[src/tcud_pkg.sv]
package tcud_pkg;

  // code page selection held in the configuration register
  typedef enum logic [1:0] {
    MODE_NONE    = 2'd0,
    MODE_UTF8    = 2'd1,
    MODE_UTF16LE = 2'd2,
    MODE_UTF16BE = 2'd3
  } mode_t;

  localparam int unsigned CODE_W  = 31;
  localparam int unsigned BYTE_W  = 8;
  localparam int unsigned COUNT_W = 3;

  // byte class boundaries for utf-8
  localparam logic [BYTE_W-1:0] CONT_LO  = 8'h80;
  localparam logic [BYTE_W-1:0] LEAD2_LO = 8'hC0;
  localparam logic [BYTE_W-1:0] LEAD3_LO = 8'hE0;
  localparam logic [BYTE_W-1:0] LEAD4_LO = 8'hF0;
  localparam logic [BYTE_W-1:0] LEAD5_LO = 8'hF8;
  localparam logic [BYTE_W-1:0] LEAD6_LO = 8'hFC;
  localparam logic [BYTE_W-1:0] BAD_LO   = 8'hFE;

  localparam logic [COUNT_W-1:0] MAX_PENDING = 3'd5;

  // one input beat
  typedef struct packed {
    logic [BYTE_W-1:0] data_byte;
    logic              block_start;
  } beat_t;

  // result of decoding one beat
  typedef struct packed {
    logic              emit;
    logic [CODE_W-1:0] value;
  } result_t;

endpackage

[src/tcud_in_reg.sv]
module tcud_in_reg (
  input  logic              clk,
  input  logic              rst,
  input  logic              in_valid,
  output logic              in_stall,
  input  tcud_pkg::beat_t   in_beat,
  input  logic              advance,
  output logic              beat_valid,
  output tcud_pkg::beat_t   beat
);

  logic load;

  assign load     = in_valid && !in_stall;
  assign in_stall = beat_valid && !advance;

  always_ff @(posedge clk) begin
    if (rst) begin
      beat_valid <= 1'b0;
    end else if (load) begin
      beat_valid <= 1'b1;
    end else if (advance) begin
      beat_valid <= 1'b0;
    end
  end

  always_ff @(posedge clk) begin
    if (load) begin
      beat <= in_beat;
    end
  end

endmodule

[src/tcud_decode.sv]
module tcud_decode (
  input  logic                clk,
  input  logic                rst,
  input  logic                cfg_write_en,
  input  logic [1:0]          cfg_write_data,
  input  logic                beat_valid,
  input  tcud_pkg::beat_t     beat,
  input  logic                advance,
  output tcud_pkg::result_t   result
);

  tcud_pkg::mode_t mode;

  logic [tcud_pkg::COUNT_W-1:0] pending_count;
  logic [tcud_pkg::CODE_W-1:0]  partial_code;
  logic [tcud_pkg::BYTE_W-1:0]  held_byte;
  logic                         byte_held;

  logic [tcud_pkg::COUNT_W-1:0] pending_count_next;
  logic [tcud_pkg::CODE_W-1:0]  partial_code_next;
  logic [tcud_pkg::BYTE_W-1:0]  held_byte_next;
  logic                         byte_held_next;

  logic [tcud_pkg::COUNT_W-1:0] pend_eff;
  logic [tcud_pkg::CODE_W-1:0]  part_eff;
  logic [tcud_pkg::BYTE_W-1:0]  held_eff;
  logic                         bheld_eff;
  logic [tcud_pkg::BYTE_W-1:0]  b;

  always_comb begin
    b         = beat.data_byte;
    // block start wipes any sequence in flight before this byte
    pend_eff  = beat.block_start ? '0 : pending_count;
    part_eff  = beat.block_start ? '0 : partial_code;
    held_eff  = beat.block_start ? '0 : held_byte;
    bheld_eff = beat.block_start ? 1'b0 : byte_held;

    pending_count_next = pend_eff;
    partial_code_next  = part_eff;
    held_byte_next     = held_eff;
    byte_held_next     = bheld_eff;
    result.emit        = 1'b0;
    result.value       = '0;

    unique case (mode)
      tcud_pkg::MODE_UTF8: begin
        priority if (b < tcud_pkg::CONT_LO) begin
          pending_count_next = '0;
          result.emit        = 1'b1;
          result.value       = {{(tcud_pkg::CODE_W-tcud_pkg::BYTE_W){1'b0}}, b};
        end else if (b < tcud_pkg::LEAD2_LO) begin
          // stray continuation is dropped
          if (pend_eff != '0) begin
            partial_code_next  = {part_eff[tcud_pkg::CODE_W-7:0], b[5:0]};
            pending_count_next = pend_eff - 3'd1;
            if (pend_eff == 3'd1) begin
              result.emit  = 1'b1;
              result.value = {part_eff[tcud_pkg::CODE_W-7:0], b[5:0]};
            end
          end
        end else if (b < tcud_pkg::LEAD3_LO) begin
          pending_count_next = 3'd1;
          partial_code_next  = {26'd0, b[4:0]};
        end else if (b < tcud_pkg::LEAD4_LO) begin
          pending_count_next = 3'd2;
          partial_code_next  = {27'd0, b[3:0]};
        end else if (b < tcud_pkg::LEAD5_LO) begin
          pending_count_next = 3'd3;
          partial_code_next  = {28'd0, b[2:0]};
        end else if (b < tcud_pkg::LEAD6_LO) begin
          pending_count_next = 3'd4;
          partial_code_next  = {29'd0, b[1:0]};
        end else if (b < tcud_pkg::BAD_LO) begin
          pending_count_next = tcud_pkg::MAX_PENDING;
          partial_code_next  = {30'd0, b[0]};
        end else begin
          // 0xfe and 0xff leave state alone
          pending_count_next = pend_eff;
        end
      end
      tcud_pkg::MODE_UTF16LE, tcud_pkg::MODE_UTF16BE: begin
        if (!bheld_eff) begin
          held_byte_next = b;
          byte_held_next = 1'b1;
        end else begin
          held_byte_next = '0;
          byte_held_next = 1'b0;
          result.emit    = 1'b1;
          if (mode == tcud_pkg::MODE_UTF16BE) begin
            result.value = {15'd0, held_eff, b};
          end else begin
            result.value = {15'd0, b, held_eff};
          end
        end
      end
      tcud_pkg::MODE_NONE: begin
        result.emit = 1'b0;
      end
      default: begin
        result.emit = 1'b0;
      end
    endcase

    if (!beat_valid) begin
      result.emit = 1'b0;
    end
  end

  always_ff @(posedge clk) begin
    if (rst) begin
      mode          <= tcud_pkg::MODE_UTF8;
      pending_count <= '0;
      partial_code  <= '0;
      held_byte     <= '0;
      byte_held     <= 1'b0;
    end else begin
      if (cfg_write_en) begin
        mode <= tcud_pkg::mode_t'(cfg_write_data);
      end
      if (advance) begin
        pending_count <= pending_count_next;
        partial_code  <= partial_code_next;
        held_byte     <= held_byte_next;
        byte_held     <= byte_held_next;
      end
    end
  end

  a_pending_max: assert property (@(posedge clk) disable iff (rst)
    pending_count <= tcud_pkg::MAX_PENDING)
    else $error("pending count above five");

  a_utf16_width: assert property (@(posedge clk) disable iff (rst)
    result.emit && (mode == tcud_pkg::MODE_UTF16LE || mode == tcud_pkg::MODE_UTF16BE)
    |-> result.value[tcud_pkg::CODE_W-1:16] == '0)
    else $error("utf-16 unit wider than 16 bits");

  a_stray_cont: assert property (@(posedge clk) disable iff (rst)
    beat_valid && beat.block_start && mode == tcud_pkg::MODE_UTF8
    && beat.data_byte >= tcud_pkg::CONT_LO && beat.data_byte < tcud_pkg::LEAD2_LO
    |-> !result.emit)
    else $error("continuation after block start produced a character");

  a_none_silent: assert property (@(posedge clk) disable iff (rst)
    mode == tcud_pkg::MODE_NONE |-> !result.emit)
    else $error("output in unsupported mode");

endmodule

[src/tcud_out_reg.sv]
module tcud_out_reg (
  input  logic                         clk,
  input  logic                         rst,
  input  logic                         load,
  input  logic [tcud_pkg::CODE_W-1:0]  load_value,
  output logic                         out_free,
  output logic                         out_valid,
  input  logic                         out_stall,
  output logic [tcud_pkg::CODE_W-1:0]  code_value
);

  assign out_free = !out_valid || !out_stall;

  always_ff @(posedge clk) begin
    if (rst) begin
      out_valid <= 1'b0;
    end else if (load) begin
      out_valid <= 1'b1;
    end else if (!out_stall) begin
      out_valid <= 1'b0;
    end
  end

  always_ff @(posedge clk) begin
    if (load) begin
      code_value <= load_value;
    end
  end

endmodule

[src/text_code_unit_decoder.sv]
// text code unit decoder: takes one text byte per beat and returns decoded
// character values for the code page in the mode register (0 none, 1 utf-8,
// 2 utf-16 little endian, 3 utf-16 big endian; utf-8 after reset). utf-8 is
// decoded leniently: stray continuations are dropped, 0xfe and 0xff are
// ignored, a new lead restarts the sequence, and an ascii byte cuts any open
// sequence short and comes out as itself. utf-16 pairs bytes into 16-bit
// units without joining surrogates. a byte with block_start set first clears
// any open sequence and any held byte. each byte gives zero or one result.
// throughput is one byte per clock unless a result is blocked by out_stall: the
// decode state (pending count, gathered bits, held byte) is updated from the
// input register, and the result lands in an output register. the input side
// keeps taking bytes while a result waits, as long as the byte in the input
// register produces nothing or the output register is draining. write the
// mode register only while the block is idle
module text_code_unit_decoder (
  input  logic                         clk,
  input  logic                         rst,
  input  logic                         cfg_write_en,
  input  logic [1:0]                   cfg_write_data,
  input  logic                         in_valid,
  output logic                         in_stall,
  input  logic [tcud_pkg::BYTE_W-1:0]  data_byte,
  input  logic                         block_start,
  output logic                         out_valid,
  input  logic                         out_stall,
  output logic [tcud_pkg::CODE_W-1:0]  code_value
);

  tcud_pkg::beat_t   in_beat;
  tcud_pkg::beat_t   beat;
  tcud_pkg::result_t result;
  logic              beat_valid;
  logic              advance;
  logic              out_free;

  assign in_beat.data_byte   = data_byte;
  assign in_beat.block_start = block_start;

  // the byte in the input register retires when its result, if any, has room
  assign advance = beat_valid && (!result.emit || out_free);

  // input register
  tcud_in_reg u_in_reg (
    .clk        (clk),
    .rst        (rst),
    .in_valid   (in_valid),
    .in_stall   (in_stall),
    .in_beat    (in_beat),
    .advance    (advance),
    .beat_valid (beat_valid),
    .beat       (beat)
  );

  // mode register, decode state and the per-byte decode logic
  tcud_decode u_decode (
    .clk            (clk),
    .rst            (rst),
    .cfg_write_en   (cfg_write_en),
    .cfg_write_data (cfg_write_data),
    .beat_valid     (beat_valid),
    .beat           (beat),
    .advance        (advance),
    .result         (result)
  );

  // result register
  tcud_out_reg u_out_reg (
    .clk        (clk),
    .rst        (rst),
    .load       (advance && result.emit),
    .load_value (result.value),
    .out_free   (out_free),
    .out_valid  (out_valid),
    .out_stall  (out_stall),
    .code_value (code_value)
  );

  a_stall_needs_beat: assert property (@(posedge clk) disable iff (rst)
    in_stall |-> beat_valid && result.emit && out_valid && out_stall)
    else $error("input stalled without a blocked result");

  a_result_kept: assert property (@(posedge clk) disable iff (rst)
    out_valid && out_stall |=> out_valid && $stable(code_value))
    else $error("waiting result lost");

endmodule

[config.mk]
export PLATFORM = sky130hd
export DESIGN_NAME = text_code_unit_decoder
export DESIGN_NICKNAME = d
export VERILOG_FILES = /design/src/tcud_pkg.sv /design/src/tcud_in_reg.sv /design/src/tcud_decode.sv /design/src/tcud_out_reg.sv /design/src/text_code_unit_decoder.sv
export SDC_FILE = /design/constraint.sdc
export NUM_CORES = 1
export LEC_CHECK = 0
export BUFFER_PORTS_ARGS = -buffer_cell sky130_fd_sc_hd__buf_2
export CAP_MARGIN = 30
export CELL_PAD_IN_SITES_DETAIL_PLACEMENT = 0
export CELL_PAD_IN_SITES_GLOBAL_PLACEMENT = 1
export CORE_MARGIN = 2
export CORE_UTILIZATION = 41
export DETAILED_ROUTE_END_ITERATION = 8
export PLACE_DENSITY_LB_ADDON = 0.1
export SETUP_SLACK_MARGIN = 0.15
export SYNTH_ARGS = -nofsm -noshare
export SYNTH_HDL_FRONTEND = slang
export SYNTH_SLANG_ARGS = --single-unit
[constraint.sdc]
create_clock -name clk -period 4.25 [get_ports clk]
set_input_delay 0.85 -clock clk [delete_from_list [all_inputs] [get_ports clk]]
set_output_delay 0.85 -clock clk [all_outputs]
set_load 0.01 [all_outputs]
==> results.ini <==
[status]
status=completed

[grt]
overflow=0
use_met3_pct=4.98
grt_usage_pct=17.2
antenna_found_initial=0
grt_use_met2_pct=27.6
top_usage_layer=met2
grt_pass1_vias=2344
grt_pass1_wl_um=11900
grt_max_degree=32
grt_util_met1_pct=22.2

[power]
power.static_leakage_nw=1.48
p_comb_share_pct=6.3
power_density_nw_per_um2=393
peakVddDrop_uv=200
switchingPower_w=0.000348
p_int_w=0.00120
p_sw_share_pct=22.4
p_clk_share_pct=38.7
p_seq_share_pct=54.9

[drt]
wirelength_um=7130
drt_first_pass_iters=4
drtAntennaViolNets=0
drc=0
drt_iter0_drc=80
wl_per_cell_um=16.2
vias_per_cell=5.36
vias=2352

[timing]
post-route-period-util_pct=83.0
slew_violations=0
finalSetupViolations=0
maxSlewHeadroom_pct=50.8
worstMarginPinSlew_ps=733
fmax_mhz=284
report.final.hold_viol_count=0
fin_tns_setup_ps=0
fin_skew_ps=13.0
fin_crit_ps=3530
rsz0062_at_grt=false

[die]
initial_core_util_pct=42.0
dieHeight_um=95.5
die-area_sq_um=9130
pin_count=49
rows=33
core_sq_um=8180
die_w_um=95.5

[cts]
ctsHoldBuffers=0
ctsHtreeMaxLevel=3
root_buffer=clkbuf_8
clk_latency_ps=340
post-cts-setup-buffers=0
cts_tree=done
numCtsBuffers=9
cts_resized=0
path_clk_slew_ps=80
clock-sinks=81
clockBufferDepth=2

[synth]
ys_ff_latch=81
synth_nets=305
ys.flop_type=dfxtp_1
ys_seq_area_share_pct=58.9
synthTopCellsByArea=edfxtp_1 (35%), dfxtp_1 (24%), a22o_1 (8.2%), mux2i_1 (3.5%), and2_1 (2.7%)
post-synth-top-area-fraction_pct=35.0
syn-cell-area_sq_um=3430
synthArstFlopShare_pct=0
synth-edff-count=40
synth.distinct_cells=52
yosysTopAreaCell=edfxtp_1
postSynthCellCount=287
avgSynthCellArea_sq_um=12.0
yosys_warnings=0

[setup_path]
r2r_start=u_in_reg.beat[0]
startpoint_type=flip-flop
crit_fanout=15
cp-end-kind=output pin
arrival_ps=2680
reg2reg_slack_ps=1090
path_class=reg -> out
cp_data_required_time_ps=3400
reg2reg_to=u_out_reg.code_value[15]
ff2ff_path_depth=7

[final_layout]
drive_above_1_share_pct=23.4
mostFrequentLayoutCell=buf_2
area_growth_pct=15.0
final_nets=347
antenna_cells=0
fin_util_pct=48.3
final_cell_mix=buf_2 (48), dfxtp_1 (41), edfxtp_1 (40), a22o_1 (32)

[place]
dpl.hpwl_um=4800
place_congestion=0.817
numPortBuffers=48

[worst_hold_path]
hold_path_class=reg -> reg
worstHoldStart=u_decode.partial_code[21]
whs_path_depth=1
min_to=u_decode.partial_code[21]

[job]
maxCapViolCount=0

power by group through the flow:
stage / clock network (W) / logic [W] / registers (W)
2_1_floorplan: 0 / 0.0000778 / 0.000859
3_3_place_gp: 0 / 0.0000986 / 0.000870
3_5_place_dp: 0 / 0.0000984 / 0.000870
4_1_cts: 0.000619 / 0.0000992 / 0.000852
5_1_grt: 0.000653 / 0.000110 / 0.000856
6_report: 0.000601 / 0.0000984 / 0.000853
flip-flops by register name (all words and copies together), names as in the netlist:
signal,flops
u_out_reg.code_value,31
u_decode.partial_code,25
u_decode.mode,2
u_in_reg.beat_valid,1
u_decode.pending_count,3
u_out_reg.out_valid,1
u_decode.byte_held,1
u_decode.held_byte,8
u_in_reg.beat,9
cells in the mapped netlist (3+ instances only):
library cell	instances
a31oi_1	4
a32o_1	4
o21ai_0	13
nand2b_1	8
nor2_1	11
nand2_1	15
and2_1	15
nor3_1	3
a22o_1	32
buf_4	3
nor2b_1	7
mux2i_1	12
a21oi_1	8
a211oi_1	4
buf_2	3
clkbuf_1	11
nand3_1	4
dfxtp_1	41
inv_1	7
edfxtp_1	40
worst max-delay path: stages, from the launching register on:
cell and delay [ps]:
edfxtp_1 580, nand2b_1 350, ha_1 290, or3_4 370, o31ai_4 350, nand3_1 150, inv_1 100, buf_2 130
final cells by class:
class                   instances  area, sq um
clock buffers                  11          131
flip-flops and latches         81         2020
fillers                       782         4230
repair buffers                 52          270
multi-input cells             178         1290
clock inverters                 5         78.8
inverters                       7         26.3
well taps                     105          131
routing by layer:
| layer | share of wire (%) | vias up |
|---|---|---|
| met4 | 2.2 | 0 |
| met5 | 0 | - |
| met1 | 47 | 1119 |
| met2 | 48 | 56 |
| met3 | 3.4 | 13 |
| li1 | - | 1164 |
cells by family after synthesis:
family,Yosys count,synth area share (%)
xor+xnor,1,0.255
compound gates,86,19.8
mux,13,3.83
fa+ha+maj,2,0.728
buf+inv,28,3.97
simple gates,76,12.5
flops,81,58.9
worst max path at each step:
stage                      from                  endpoint  slack, ps  depth (start not counted)
2_1_floorplan  u_in_reg.beat[0]   u_out_reg.code_value[0]        700                          6
3_3_place_gp   u_in_reg.beat[0]                  in_stall       1130                          7
3_5_place_dp   u_in_reg.beat[0]  u_out_reg.code_value[10]       1060                          7
4_1_cts        u_in_reg.beat[0]                  in_stall        690                          7
5_1_grt        u_in_reg.beat[0]                  in_stall        550                          7
6_report       u_in_reg.beat[0]                  in_stall        720                          7
per-stage QoR:
| step | hold WS (ps) | cell area [sq um] | power (W) | cells | setup slack (ps) |
|---|---|---|---|---|---|
| final | 475 | 3950 | 0.00155 | 439 | 724 |
| after global routing | 486 | 3950 | 0.00162 | 439 | 548 |
| after CTS | 477 | 3950 | 0.00157 | 439 | 689 |
| after detailed placement | 459 | 3740 | 0.000969 | 423 | 1060 |
| after global placement | 454 | 3740 | 0.000969 | 423 | 1130 |
| after floorplan | 440 | 3440 | 0.000937 | 287 | 699 |
(Power assumes the default switching activity.)
